==> src/rtl/lfs_pkg.sv <==
// Package for the line follower PD steering block: shared types, register
// indexes, reset values and the sensor pattern decoder. No dependencies.
package lfs_pkg;

  localparam int unsigned QUEUE_DEPTH = 2;
  localparam int unsigned ADDR_W      = 5;
  localparam int unsigned DATA_W      = 32;

  localparam logic [6:0] TURN_LIMIT_RESET = 7'd20;

  typedef enum logic [2:0] {
    REG_TURN_LIMIT = 3'd0,
    REG_FULL_SPEED = 3'd1,
    REG_TURN_SPEED = 3'd2,
    REG_PROP_GAIN  = 3'd3,
    REG_DERIV_GAIN = 3'd4,
    REG_ERR_OFFSET = 3'd5
  } reg_idx_e;

  // Classification of one sensor pattern.
  typedef enum logic [1:0] {
    KIND_HOLD  = 2'd0,
    KIND_TRACK = 2'd1,
    KIND_LEFT  = 2'd2,
    KIND_RIGHT = 2'd3
  } kind_e;

  typedef struct packed {
    kind_e             kind;
    logic signed [4:0] track_err;
  } entry_t;

  typedef struct packed {
    logic        [6:0]  turn_limit;
    logic signed [15:0] full_speed;
    logic signed [15:0] turn_speed;
    logic signed [15:0] prop_gain;
    logic signed [15:0] deriv_gain;
    logic signed [7:0]  err_offset;
  } cfg_t;

  // Lone sensors and adjacent pairs give a tracking error; the wide left and
  // right shapes mark a right-angle turn; anything else holds the last error.
  function automatic entry_t decode_pattern(logic [7:0] p);
    entry_t e;
    e.kind      = KIND_TRACK;
    e.track_err = 5'sd0;
    case (p)
      8'h80: e.track_err = -5'sd13;
      8'hC0: e.track_err = -5'sd11;
      8'h40: e.track_err = -5'sd9;
      8'h60: e.track_err = -5'sd7;
      8'h20: e.track_err = -5'sd5;
      8'h30: e.track_err = -5'sd3;
      8'h10: e.track_err = -5'sd1;
      8'h18: e.track_err = 5'sd0;
      8'h08: e.track_err = 5'sd1;
      8'h0C: e.track_err = 5'sd3;
      8'h04: e.track_err = 5'sd5;
      8'h06: e.track_err = 5'sd7;
      8'h02: e.track_err = 5'sd9;
      8'h03: e.track_err = 5'sd11;
      8'h01: e.track_err = 5'sd13;
      8'h70, 8'hFC, 8'hF8, 8'hF0, 8'hE0: e.kind = KIND_LEFT;
      8'h07, 8'h0F, 8'h1F, 8'h3F, 8'h0E: e.kind = KIND_RIGHT;
      default: e.kind = KIND_HOLD;
    endcase
    return e;
  endfunction

endpackage

==> src/rtl/lfs_front.sv <==
// Front end: accepts sensor transfers and classifies each pattern.
// Depends on lfs_pkg.
module lfs_front (
  input  logic            in_valid_i,
  input  logic [7:0]      sensor_bits_i,
  input  logic            queue_full_i,
  output logic            in_ready_o,
  output logic            push_o,
  output lfs_pkg::entry_t entry_o
);
  import lfs_pkg::*;

  assign in_ready_o = !queue_full_i;
  assign push_o     = in_valid_i && !queue_full_i;
  assign entry_o    = decode_pattern(sensor_bits_i);

endmodule

==> src/rtl/lfs_queue.sv <==
// Small FIFO of classified items between the front and back ends.
// Depends on lfs_pkg.
module lfs_queue #(
  parameter int unsigned Depth = lfs_pkg::QUEUE_DEPTH
) (
  input  logic            clk_i,
  input  logic            rst_ni,
  input  logic            push_i,
  input  lfs_pkg::entry_t entry_i,
  input  logic            pop_i,
  output logic            full_o,
  output logic            valid_o,
  output lfs_pkg::entry_t entry_o
);
  import lfs_pkg::*;

  localparam int unsigned PtrW = (Depth > 1) ? $clog2(Depth) : 1;
  localparam int unsigned CntW = $clog2(Depth + 1);

  entry_t            mem_q [Depth];
  logic [PtrW-1:0]   wr_ptr_q, wr_ptr_d, rd_ptr_q, rd_ptr_d;
  logic [CntW-1:0]   count_q, count_d;
  logic              do_push, do_pop;

  assign full_o  = (count_q == CntW'(Depth));
  assign valid_o = (count_q != '0);
  assign entry_o = mem_q[rd_ptr_q];
  assign do_push = push_i && !full_o;
  assign do_pop  = pop_i && valid_o;

  always_comb begin
    wr_ptr_d = wr_ptr_q;
    rd_ptr_d = rd_ptr_q;
    count_d  = count_q;
    if (do_push) begin
      wr_ptr_d = (wr_ptr_q == PtrW'(Depth - 1)) ? '0 : wr_ptr_q + PtrW'(1);
    end
    if (do_pop) begin
      rd_ptr_d = (rd_ptr_q == PtrW'(Depth - 1)) ? '0 : rd_ptr_q + PtrW'(1);
    end
    if (do_push && !do_pop) begin
      count_d = count_q + CntW'(1);
    end else if (do_pop && !do_push) begin
      count_d = count_q - CntW'(1);
    end
  end

  always_ff @(posedge clk_i or negedge rst_ni) begin
    if (!rst_ni) begin
      wr_ptr_q <= '0;
      rd_ptr_q <= '0;
      count_q  <= '0;
    end else begin
      wr_ptr_q <= wr_ptr_d;
      rd_ptr_q <= rd_ptr_d;
      count_q  <= count_d;
    end
  end

  always_ff @(posedge clk_i) begin
    if (do_push) begin
      mem_q[wr_ptr_q] <= entry_i;
    end
  end

  a_count_bound: assert property (@(posedge clk_i) disable iff (!rst_ni)
    count_q <= CntW'(Depth))
    else $error("queue count exceeds depth");

  a_push_grows: assert property (@(posedge clk_i) disable iff (!rst_ni)
    (do_push && !do_pop) |=> (count_q == $past(count_q) + CntW'(1)))
    else $error("queue count did not grow on push");

endmodule

==> src/rtl/lfs_back.sv <==
// Back end: updates the held error and speed, forms bias and its change,
// then the PD products, with an output register. Depends on lfs_pkg.
module lfs_back (
  input  logic                clk_i,
  input  logic                rst_ni,
  input  lfs_pkg::cfg_t       cfg_i,
  input  logic                entry_valid_i,
  input  lfs_pkg::entry_t     entry_i,
  output logic                pop_o,
  input  logic                out_ready_i,
  output logic                out_valid_o,
  output logic signed [25:0]  steer_o,
  output logic signed [15:0]  speed_o,
  output logic signed [7:0]   line_error_o,
  output logic signed [8:0]   bias_o
);
  import lfs_pkg::*;

  // Loop state.
  logic signed [7:0]  held_err_q, held_err_d;
  logic signed [15:0] held_speed_q, held_speed_d;
  logic signed [8:0]  prev_bias_q;

  // Stage A: bias and its change.
  logic               a_valid_q;
  logic signed [7:0]  a_err_q;
  logic signed [15:0] a_speed_q;
  logic signed [8:0]  a_bias_q, bias_d;
  logic signed [9:0]  a_diff_q, diff_d;

  // Output stage.
  logic               o_valid_q;
  logic signed [25:0] steer_q;
  logic signed [15:0] speed_q;
  logic signed [7:0]  err_q;
  logic signed [8:0]  bias_q;

  logic               o_free, a_ready;
  logic signed [7:0]  limit_s;
  logic signed [24:0] prop_prod;
  logic signed [25:0] deriv_prod;
  logic signed [26:0] steer_sum;

  assign o_free  = !o_valid_q || out_ready_i;
  assign a_ready = !a_valid_q || o_free;
  assign pop_o   = entry_valid_i && a_ready;
  assign limit_s = $signed({1'b0, cfg_i.turn_limit});

  always_comb begin
    held_err_d   = held_err_q;
    held_speed_d = held_speed_q;
    case (entry_i.kind)
      KIND_TRACK: begin
        held_err_d   = {{3{entry_i.track_err[4]}}, entry_i.track_err};
        held_speed_d = cfg_i.full_speed;
      end
      KIND_LEFT: begin
        held_err_d   = -limit_s;
        held_speed_d = cfg_i.turn_speed;
      end
      KIND_RIGHT: begin
        held_err_d   = limit_s;
        held_speed_d = cfg_i.turn_speed;
      end
      default: begin
        held_err_d   = held_err_q;
        held_speed_d = held_speed_q;
      end
    endcase
    bias_d = {held_err_d[7], held_err_d} - {cfg_i.err_offset[7], cfg_i.err_offset};
    diff_d = {bias_d[8], bias_d} - {prev_bias_q[8], prev_bias_q};
  end

  assign prop_prod  = cfg_i.prop_gain * a_bias_q;
  assign deriv_prod = cfg_i.deriv_gain * a_diff_q;
  assign steer_sum  = {{2{prop_prod[24]}}, prop_prod} + {deriv_prod[25], deriv_prod};

  always_ff @(posedge clk_i or negedge rst_ni) begin
    if (!rst_ni) begin
      held_err_q   <= '0;
      held_speed_q <= '0;
      prev_bias_q  <= '0;
      a_valid_q    <= 1'b0;
      o_valid_q    <= 1'b0;
    end else begin
      if (pop_o) begin
        held_err_q   <= held_err_d;
        held_speed_q <= held_speed_d;
        prev_bias_q  <= bias_d;
      end
      if (a_ready) begin
        a_valid_q <= entry_valid_i;
      end
      if (o_free) begin
        o_valid_q <= a_valid_q;
      end
    end
  end

  always_ff @(posedge clk_i) begin
    if (pop_o) begin
      a_err_q   <= held_err_d;
      a_speed_q <= held_speed_d;
      a_bias_q  <= bias_d;
      a_diff_q  <= diff_d;
    end
    if (o_free && a_valid_q) begin
      steer_q <= steer_sum[25:0];
      speed_q <= a_speed_q;
      err_q   <= a_err_q;
      bias_q  <= a_bias_q;
    end
  end

  assign out_valid_o  = o_valid_q;
  assign steer_o      = steer_q;
  assign speed_o      = speed_q;
  assign line_error_o = err_q;
  assign bias_o       = bias_q;

  a_prev_tracks_bias: assert property (@(posedge clk_i) disable iff (!rst_ni)
    pop_o |=> (prev_bias_q == a_bias_q))
    else $error("previous bias not updated with the issued bias");

  a_stage_holds: assert property (@(posedge clk_i) disable iff (!rst_ni)
    (a_valid_q && !o_free) |=> (a_valid_q && $stable(a_bias_q) && !$past(pop_o)))
    else $error("stage A lost or overwrote a stalled item");

endmodule

==> src/rtl/line_follow_steering_pd.sv <==
// Line follower PD steering controller, top level. Depends on lfs_pkg,
// lfs_front, lfs_queue and lfs_back.
// Throughput: one sensor transfer per cycle, sustained, when the output side is ready.
// Path: a result goes through the queue, the bias stage and the product stage in turn;
// the two-entry queue lets input and output stall independently.
// Reset (asynchronous, active low) clears the queue, the held error, speed and bias,
// and loads the register reset values (turn limit 20, all others zero).
module line_follow_steering_pd #(
  parameter int unsigned QueueDepth = lfs_pkg::QUEUE_DEPTH
) (
  input  logic                         clk_i,
  input  logic                         rst_ni,
  // Configuration port.
  input  logic                         psel,
  input  logic                         penable,
  input  logic                         pwrite,
  input  logic [lfs_pkg::ADDR_W-1:0]   paddr,
  input  logic [lfs_pkg::DATA_W-1:0]   pwdata,
  output logic [lfs_pkg::DATA_W-1:0]   prdata,
  output logic                         pready,
  // Sensor input channel.
  input  logic                         in_valid_i,
  output logic                         in_ready_o,
  input  logic [7:0]                   sensor_bits_i,
  // Steering result channel.
  output logic                         out_valid_o,
  input  logic                         out_ready_i,
  output logic signed [25:0]           steer_o,
  output logic signed [15:0]           speed_o,
  output logic signed [7:0]            line_error_o,
  output logic signed [8:0]            bias_o
);
  import lfs_pkg::*;

  // Configuration registers. A write lands on the access cycle of an APB
  // transfer; the word index comes from address bits 4:2, so index six and
  // seven are ignored on write and read back as zero.
  cfg_t       cfg_q;
  logic       cfg_wr;
  reg_idx_e   reg_idx;

  assign pready  = 1'b1;
  assign cfg_wr  = psel && penable && pwrite;
  assign reg_idx = reg_idx_e'(paddr[4:2]);

  always_ff @(posedge clk_i or negedge rst_ni) begin
    if (!rst_ni) begin
      cfg_q.turn_limit <= TURN_LIMIT_RESET;
      cfg_q.full_speed <= '0;
      cfg_q.turn_speed <= '0;
      cfg_q.prop_gain  <= '0;
      cfg_q.deriv_gain <= '0;
      cfg_q.err_offset <= '0;
    end else if (cfg_wr) begin
      case (reg_idx)
        REG_TURN_LIMIT: cfg_q.turn_limit <= pwdata[6:0];
        REG_FULL_SPEED: cfg_q.full_speed <= pwdata[15:0];
        REG_TURN_SPEED: cfg_q.turn_speed <= pwdata[15:0];
        REG_PROP_GAIN:  cfg_q.prop_gain  <= pwdata[15:0];
        REG_DERIV_GAIN: cfg_q.deriv_gain <= pwdata[15:0];
        REG_ERR_OFFSET: cfg_q.err_offset <= pwdata[7:0];
        default: ;
      endcase
    end
  end

  // Read data is the raw register bits, zero padded to the bus width.
  always_comb begin
    prdata = '0;
    case (reg_idx)
      REG_TURN_LIMIT: prdata[6:0]  = cfg_q.turn_limit;
      REG_FULL_SPEED: prdata[15:0] = cfg_q.full_speed;
      REG_TURN_SPEED: prdata[15:0] = cfg_q.turn_speed;
      REG_PROP_GAIN:  prdata[15:0] = cfg_q.prop_gain;
      REG_DERIV_GAIN: prdata[15:0] = cfg_q.deriv_gain;
      REG_ERR_OFFSET: prdata[7:0]  = cfg_q.err_offset;
      default:        prdata       = '0;
    endcase
  end

  // The front end classifies each accepted pattern and pushes it into the
  // queue in the same cycle; it is ready whenever the queue has room.
  entry_t front_entry, queue_entry;
  logic   push, pop, queue_full, queue_valid;

  lfs_front u_front (
    .in_valid_i    (in_valid_i),
    .sensor_bits_i (sensor_bits_i),
    .queue_full_i  (queue_full),
    .in_ready_o    (in_ready_o),
    .push_o        (push),
    .entry_o       (front_entry)
  );

  lfs_queue #(
    .Depth (QueueDepth)
  ) u_queue (
    .clk_i   (clk_i),
    .rst_ni  (rst_ni),
    .push_i  (push),
    .entry_i (front_entry),
    .pop_i   (pop),
    .full_o  (queue_full),
    .valid_o (queue_valid),
    .entry_o (queue_entry)
  );

  // The back end owns the loop state (held error, held speed, previous
  // bias). It updates that state as it pops an item, so the next pop already
  // sees it, and computes the two gain products in the following stage.
  lfs_back u_back (
    .clk_i         (clk_i),
    .rst_ni        (rst_ni),
    .cfg_i         (cfg_q),
    .entry_valid_i (queue_valid),
    .entry_i       (queue_entry),
    .pop_o         (pop),
    .out_ready_i   (out_ready_i),
    .out_valid_o   (out_valid_o),
    .steer_o       (steer_o),
    .speed_o       (speed_o),
    .line_error_o  (line_error_o),
    .bias_o        (bias_o)
  );

endmodule

==> config.mk <==
export PLATFORM = sky130hd
export DESIGN_NAME = line_follow_steering_pd
export DESIGN_NICKNAME = d
export VERILOG_FILES = /design/src/rtl/lfs_pkg.sv /design/src/rtl/lfs_front.sv /design/src/rtl/lfs_queue.sv /design/src/rtl/lfs_back.sv /design/src/rtl/line_follow_steering_pd.sv
export SDC_FILE = /design/constraint.sdc
export NUM_CORES = 1
export LEC_CHECK = 0
export BUFFER_PORTS_ARGS = -buffer_cell sky130_fd_sc_hd__buf_2
export CAP_MARGIN = 20
export CORE_MARGIN = 2
export CORE_UTILIZATION = 45
export DETAILED_ROUTE_END_ITERATION = 8
export GPL_TIMING_DRIVEN = 0
export PLACE_DENSITY = 0.64
export SLEW_MARGIN = 25
export SYNTH_ARGS = -nofsm -noshare
export SYNTH_HDL_FRONTEND = slang
export SYNTH_SLANG_ARGS = --single-unit
==> constraint.sdc <==
create_clock -name clk_i -period 14.9 [get_ports clk_i]
set_clock_uncertainty 0.2 [all_clocks]
set_input_delay 1.49 -clock clk_i [delete_from_list [all_inputs] [get_ports clk_i]]
set_output_delay 1.49 -clock clk_i [all_outputs]
set_load 0.005 [all_outputs]
==> results.toml, run 1 <==
[timing]
tightestPinTransition_ns = 0.9859
rsz0062_at_grt = "no"
setup_ws_ns = 7.400
timing.fmax_ghz = 0.1333
fin_crit_sh_pct = 50.34
slew_violations = 0
setup_violations = 0
max_slew_margin_pct = 33.76
min_period_ns = 7.500
finalHoldViolations = 0
timing.setup.tns_ns = 0

[job]
drv_cap = 0

[synth]
seq_area_frac_synth_pct = 30.59
yosys.area_share.adder_pct = 35.39
synth_edf_count = 116
syn_area_um2 = 21050
synthFlopType = "edfxtp_1"
ys_warn_count = 0
synth-simple-area-share_pct = 12.75
synth_top_family_by_area = "adder cells"
synth.avg_cell_area_um2 = 10.65
async_flop_share_pct = 50.43
yosysUniqueCellTypes = 58
synth.ff_latch_count = 234
synthCells = 1977
synth_compound_area_share_pct = 5.694
post_synth_xor_area_fraction_pct = 2.247
synth_mux_area_share_pct = 5.682

[place]
dp_hpwl_mm = 42.35
gp_congestion = 0.8963
dp_slack_ns = 7.434
portBuffers = 104

[drt]
drt_iter0_drc = 957
routed_wl_mm = 51.82
vias = 14410
avgViaCountPerCell = 5.228
drt_pass1_iterations = 6
ant_nets = 0
drc = 0
avgRoutedWirePerCell_um = 18.80

[clock_network]
postCtsSetupRepairBufs = 0
cts_buffers = 27
clk_latency_ns = 0.56
clock_path_buffers = 3
cts_tree = "done"
hold_buffers = 0
root_buffer = "clkbuf_16"
cts_sinks = 234
h-tree-depth = 1
clkTransAtPathRegs_ns = 0.06
cts_resized = 0

[die]
dieArea_um2 = 48530
rows = 79
ioPinCount = 146
die_y_um = 220.3
initial_core_util_pct = 45.41
die_x_um = 220.3
coreArea_um2 = 46360

[worst_setup_path]
worstSetupStartpointType = "flop"
setup.worst_path.class = "reg -> reg"
critPathRequiredTime_ns = 14.98
setup.worst_path.end_class = "flop"
crit_fanout = 10
cp.arrival_ns = 7.58

[finish]
nNetsFinal = 2590
syn_to_final_growth_pct = 11.42
final_util_pct = 50.60
mostFrequentLayoutCells = "309 x fa_1, 298 x inv_1, 278 x nand2_1"
drive_above_1_share_pct = 12.85
final_common_cell = "fa_1"
n_fill_cell = 4145

[global_routing]
antenna_found_initial = 0
gr-usage-all-layers_pct = 22.74
overflow = 0
grt_pass1_wl_mm = 84.07
grt_max_degree = 75
grt_pass1_vias = 15480

[status]
outcome = "completed"

[min_path]
hp-class = "reg -> reg"
==> final timing paths <==
check                                                    from                           end  slack, ns  cells after the start
worst max-delay path             u_back.a_bias_q[8]$_DFFE_PP_  u_back.steer_o[24]$_DFFE_PP_       7.40                     21
worst min-delay path            u_back.a_speed_q[8]$_DFFE_PP_   u_back.speed_o[8]$_DFFE_PP_       0.22                      0
worst max register to register   u_back.a_bias_q[8]$_DFFE_PP_  u_back.steer_o[24]$_DFFE_PP_       7.40                     21
worst min register to register  u_back.a_speed_q[8]$_DFFE_PP_   u_back.speed_o[8]$_DFFE_PP_       0.22                      0
max in group asynchronous                              rst_ni         cfg_q[34]$_DFFE_PN0P_      13.16                      2
min in group asynchronous                              rst_ni  u_queue.wr_ptr_q$_DFFE_PN0P_       0.63                      1
==> cell usage after synthesis (all sizes together) (8+ instances only) <==
cell | number | share of area, %
ha | 101 | 6.0
nand2 | 278 | 5.0
xor2 | 14 | 0.58
mux2i | 16 | 0.76
mux2 | 92 | 4.9
a22oi | 14 | 0.50
a21oi | 41 | 0.97
nor2 | 76 | 1.4
edfxtp | 116 | 17
a21o | 11 | 0.39
dfrtp | 116 | 14
nor2b | 17 | 0.51
a31oi | 25 | 0.74
o21ai | 47 | 1.1
and3 | 8 | 0.24
nand3 | 8 | 0.19
buf | 27 | 0.82
inv | 298 | 5.3
clkbuf | 82 | 1.5
nand2b | 21 | 0.62
xnor2 | 40 | 1.7
fa | 309 | 29
and2 | 141 | 4.2
==> layer usage <==
layer	global-route usage [%]	vias to the layer above	wire length [um]
li1	-	6533	-
met1	30.58	7377	22090
met2	37.57	391	24550
met3	3.230	107	2960
met4	8.568	0	2213
met5	0	-	0
==> registers in the layout (all words and copies together) (netlist names), 10 cells and up <==
| name | flops |
|---|---|
| cfg_q | 79 |
| u_back.steer_o | 26 |
| u_back.a_speed_q | 16 |
| u_back.held_speed_q | 16 |
| u_back.speed_o | 16 |
| u_queue.mem_q | 14 |
| u_back.a_diff_q | 10 |
==> per-stage QoR <==
stage	instances	hold WS, ns	cell area, um2
after floorplan	1992	0.2003	21110
after CTS	2755	0.2190	23450
final	2756	0.2176	23460
after global routing	2755	0.2292	23450
after global placement	2703	0.2052	22390
after detailed placement	2706	0.2045	22470
==> layout make-up <==
cell class | instances | area [um2] | share of cell area, %
Sequential cell | 234 | 6439 | 27.45
Inverter | 299 | 1122 | 4.785
Clock buffer | 39 | 823.3 | 3.510
Tap cell | 607 | 759.5 | 3.238
Antenna cell | 1 | 2.502 | 0.01067
Clock inverter | 10 | 158.9 | 0.6774
Buffer | 109 | 484.2 | 2.064
Multi-Input combinational cell | 1350 | 13070 | 55.72
Timing Repair Buffer | 107 | 598.1 | 2.550
==> cells by family (layout without fill, tap and decap cells) <==
group,count (synthesis),count (layout)
flops,234,234
other cells,2,18
mux,108,108
buf+inv,408,564
simple gates,571,571
fa+ha+maj,410,410
compound gates,190,190
xor+xnor,54,54
==> worst max-delay path, cell delays in order, from the launching register on <==
cell      delay [ns]
edfxtp_1        0.75
clkbuf_1        0.47
nor2b_1         0.24
fa_1            0.43
inv_1           0.09
fa_1            0.45
fa_1            0.55
inv_1           0.06
fa_1            0.55
fa_1            0.43
fa_1            0.49
inv_1           0.05
fa_1            0.47
inv_1           0.04
ha_1            0.33
o211ai_1        0.13
a21oi_1         0.16
o41ai_1         0.14
a21o_1          0.26
a2111o_1        0.44
and3_1          0.16
or3_1           0.37
Power of run 1 is not shown: default switching activity piles up to over one toggle a cycle in this logic, so the estimate is an artifact.
==> run 2, diff against run 1 <==
==> constraint.sdc (replaced) <==
create_clock -name clk_i -period 7.4 [get_ports clk_i]
set_clock_uncertainty 0.2 [all_clocks]
set_input_delay 0.74 -clock clk_i [delete_from_list [all_inputs] [get_ports clk_i]]
set_output_delay 0.74 -clock clk_i [all_outputs]
set_load 0.005 [all_outputs]
==> results.toml, run 2 (synthesized netlist as in run 1, its figures left out) <==
[status]
outcome = "completed"

[drt]
ant_nets = 0
avgViaCountPerCell = 5.241
avgRoutedWirePerCell_um = 18.83
top_layer = "met4"
vias = 14500
wl_met3_mm = 2.964
wl_met2_mm = 24.83
drt_iter0_drc = 954
drt_pass1_iterations = 6
routed_wl_mm = 52.09
met1_length_mm = 22.12
drc = 0

[worst_setup_path]
setup.worst_path.end_class = "flop"
path_cells = "clkbuf_1 -> nand2_1 -> fa_1 -> fa_1 -> inv_1 -> fa_1 -> fa_1 -> fa_1 -> fa_1 -> inv_1 -> fa_1 -> inv_1 -> ha_1 -> o211ai_1 -> a21oi_1 -> o41ai_2 -> a21o_1 -> a2111o_1 -> and3_1 -> or3_1"
cp.arrival_ns = 7.16
cp_slowest_cell = "edfxtp_1"
setup.worst_path.class = "reg -> reg"
cp_slowest_stage_delay_ns = 0.56
critPathRequiredTime_ns = 7.48
worstSetupStartpointType = "flop"
crit_fanout = 10
reg2reg_depth = 20
crit_top_cell = "fa_1"

[clock_network]
clock_path_buffers = 3
clk_latency_ns = 0.56
root_buffer = "clkbuf_16"
cts_sinks = 234
cts_tree = "done"
cts_buffers = 27
clkTransAtPathRegs_ns = 0.06
h-tree-depth = 1

[min_path]
holdPathStages = 0
hp-class = "reg -> reg"

[finish]
regMostFlops = "cfg_q"
multi_input_area_um2 = 13080
nNetsFinal = 2599
final_util_pct = 50.88
mostFrequentLayoutCells = "309 x fa_1, 298 x inv_1, 278 x nand2_1"
syn_to_final_growth_pct = 12.05
seq_area_um2 = 6439
final_common_cell = "fa_1"
largest_register_ffs = 79
drive_above_1_share_pct = 14.23
n_fill_cell = 4136

[place]
gp_congestion = 0.8963
portBuffers = 104
dp_hpwl_mm = 42.35

[global_routing]
overflow = 0
grt_max_degree = 75
gr-usage-all-layers_pct = 22.80
grt_pass1_wl_mm = 84.22
grt_pass1_vias = 15510
antenna_found_initial = 1

[die]
initial_core_util_pct = 45.41
rows = 79
dieArea_um2 = 48530
die_y_um = 220.3
ioPinCount = 146
die_x_um = 220.3
coreArea_um2 = 46360

[timing]
timing.fmax_ghz = 0.1414
timing.setup.tns_ns = 0
max_slew_margin_pct = 33.00
setup_violations = 0
rsz0062_at_grt = "no"
slew_violations = 0
min_period_ns = 7.072
finalHoldViolations = 0
fin_crit_sh_pct = 95.57
tightestPinTransition_ns = 0.9973

[job]
drv_cap = 0
[run 2: cell types whose count changed in the layout (fill, tap and decap cells not counted), sizes merged]
cell	delta
clkbuf	-9
buf	+17
diode	+1
dlygate4sd3	+1
[run 2: worst paths after layout]
kind	startpoint	endpoint	slack (ns)
max in group asynchronous	rst_ni	cfg_q[76]$_DFFE_PN1P_	5.81
min reg2reg	u_back.a_speed_q[8]$_DFFE_PP_	u_back.speed_o[8]$_DFFE_PP_	0.22
min in group asynchronous	rst_ni	u_queue.wr_ptr_q$_DFFE_PN0P_	0.48
min	u_back.a_speed_q[8]$_DFFE_PP_	u_back.speed_o[8]$_DFFE_PP_	0.22
max	u_back.a_diff_q[7]$_DFFE_PP_	u_back.steer_o[24]$_DFFE_PP_	0.33
max reg2reg	u_back.a_diff_q[7]$_DFFE_PP_	u_back.steer_o[24]$_DFFE_PP_	0.33
[run 2: what timing repair did]
item / 4_1_cts / 5_1_grt
resized for setup: 2 / 22
endpoints found under the hold margin: 44 / 0
buffers inserted: 3 / 14
hold buffers: 1 / 0
setup endpoints to repair: 1 / 4
gates cloned: 0 / 0
[run 2: metrics by stage]
stage / std cells / setup slack (ns) / cell area, um2 / hold slack, ns
after floorplan: 1992 / 0.8750 / 21110 / 0.2003
after global placement: 2703 / -0.03310 / 22390 / 0.2052
after detailed placement: 2706 / -0.06578 / 22470 / 0.2045
after CTS: 2759 / 0.005254 / 23490 / 0.2190
after global routing: 2764 / 0.006565 / 23580 / 0.2292
final: 2766 / 0.3276 / 23590 / 0.2176
[run 2: worst max-delay path, delay by kind of cell, from the launching register on]
kind | cells | cell delay [ns]
and+or+nand+nor | 3 | 0.68
buffers and inverters | 4 | 0.58
DFF | 1 | 0.56
adders and majority gates | 8 | 3.69
AOI/OAI and AO/OA | 5 | 1.11
[run 2: layout make-up]
type | count | area share, %
multi-input cells | 1350 | 55.45
flip-flops and latches | 234 | 27.30
inverters | 299 | 4.758
clock buffers | 39 | 3.490
well taps | 607 | 3.220
repair buffers | 125 | 3.119
plain buffers | 100 | 1.973
clock inverters | 10 | 0.6736
diodes | 2 | 0.02122
[run 2: routing by layer]
layer	track usage (%)	up-vias
li1	-	6560
met1	30.67	7412
met2	37.63	420
met3	3.175	104
met4	8.702	0
met5	0	-
Power of run 2 is left out for the same reason.
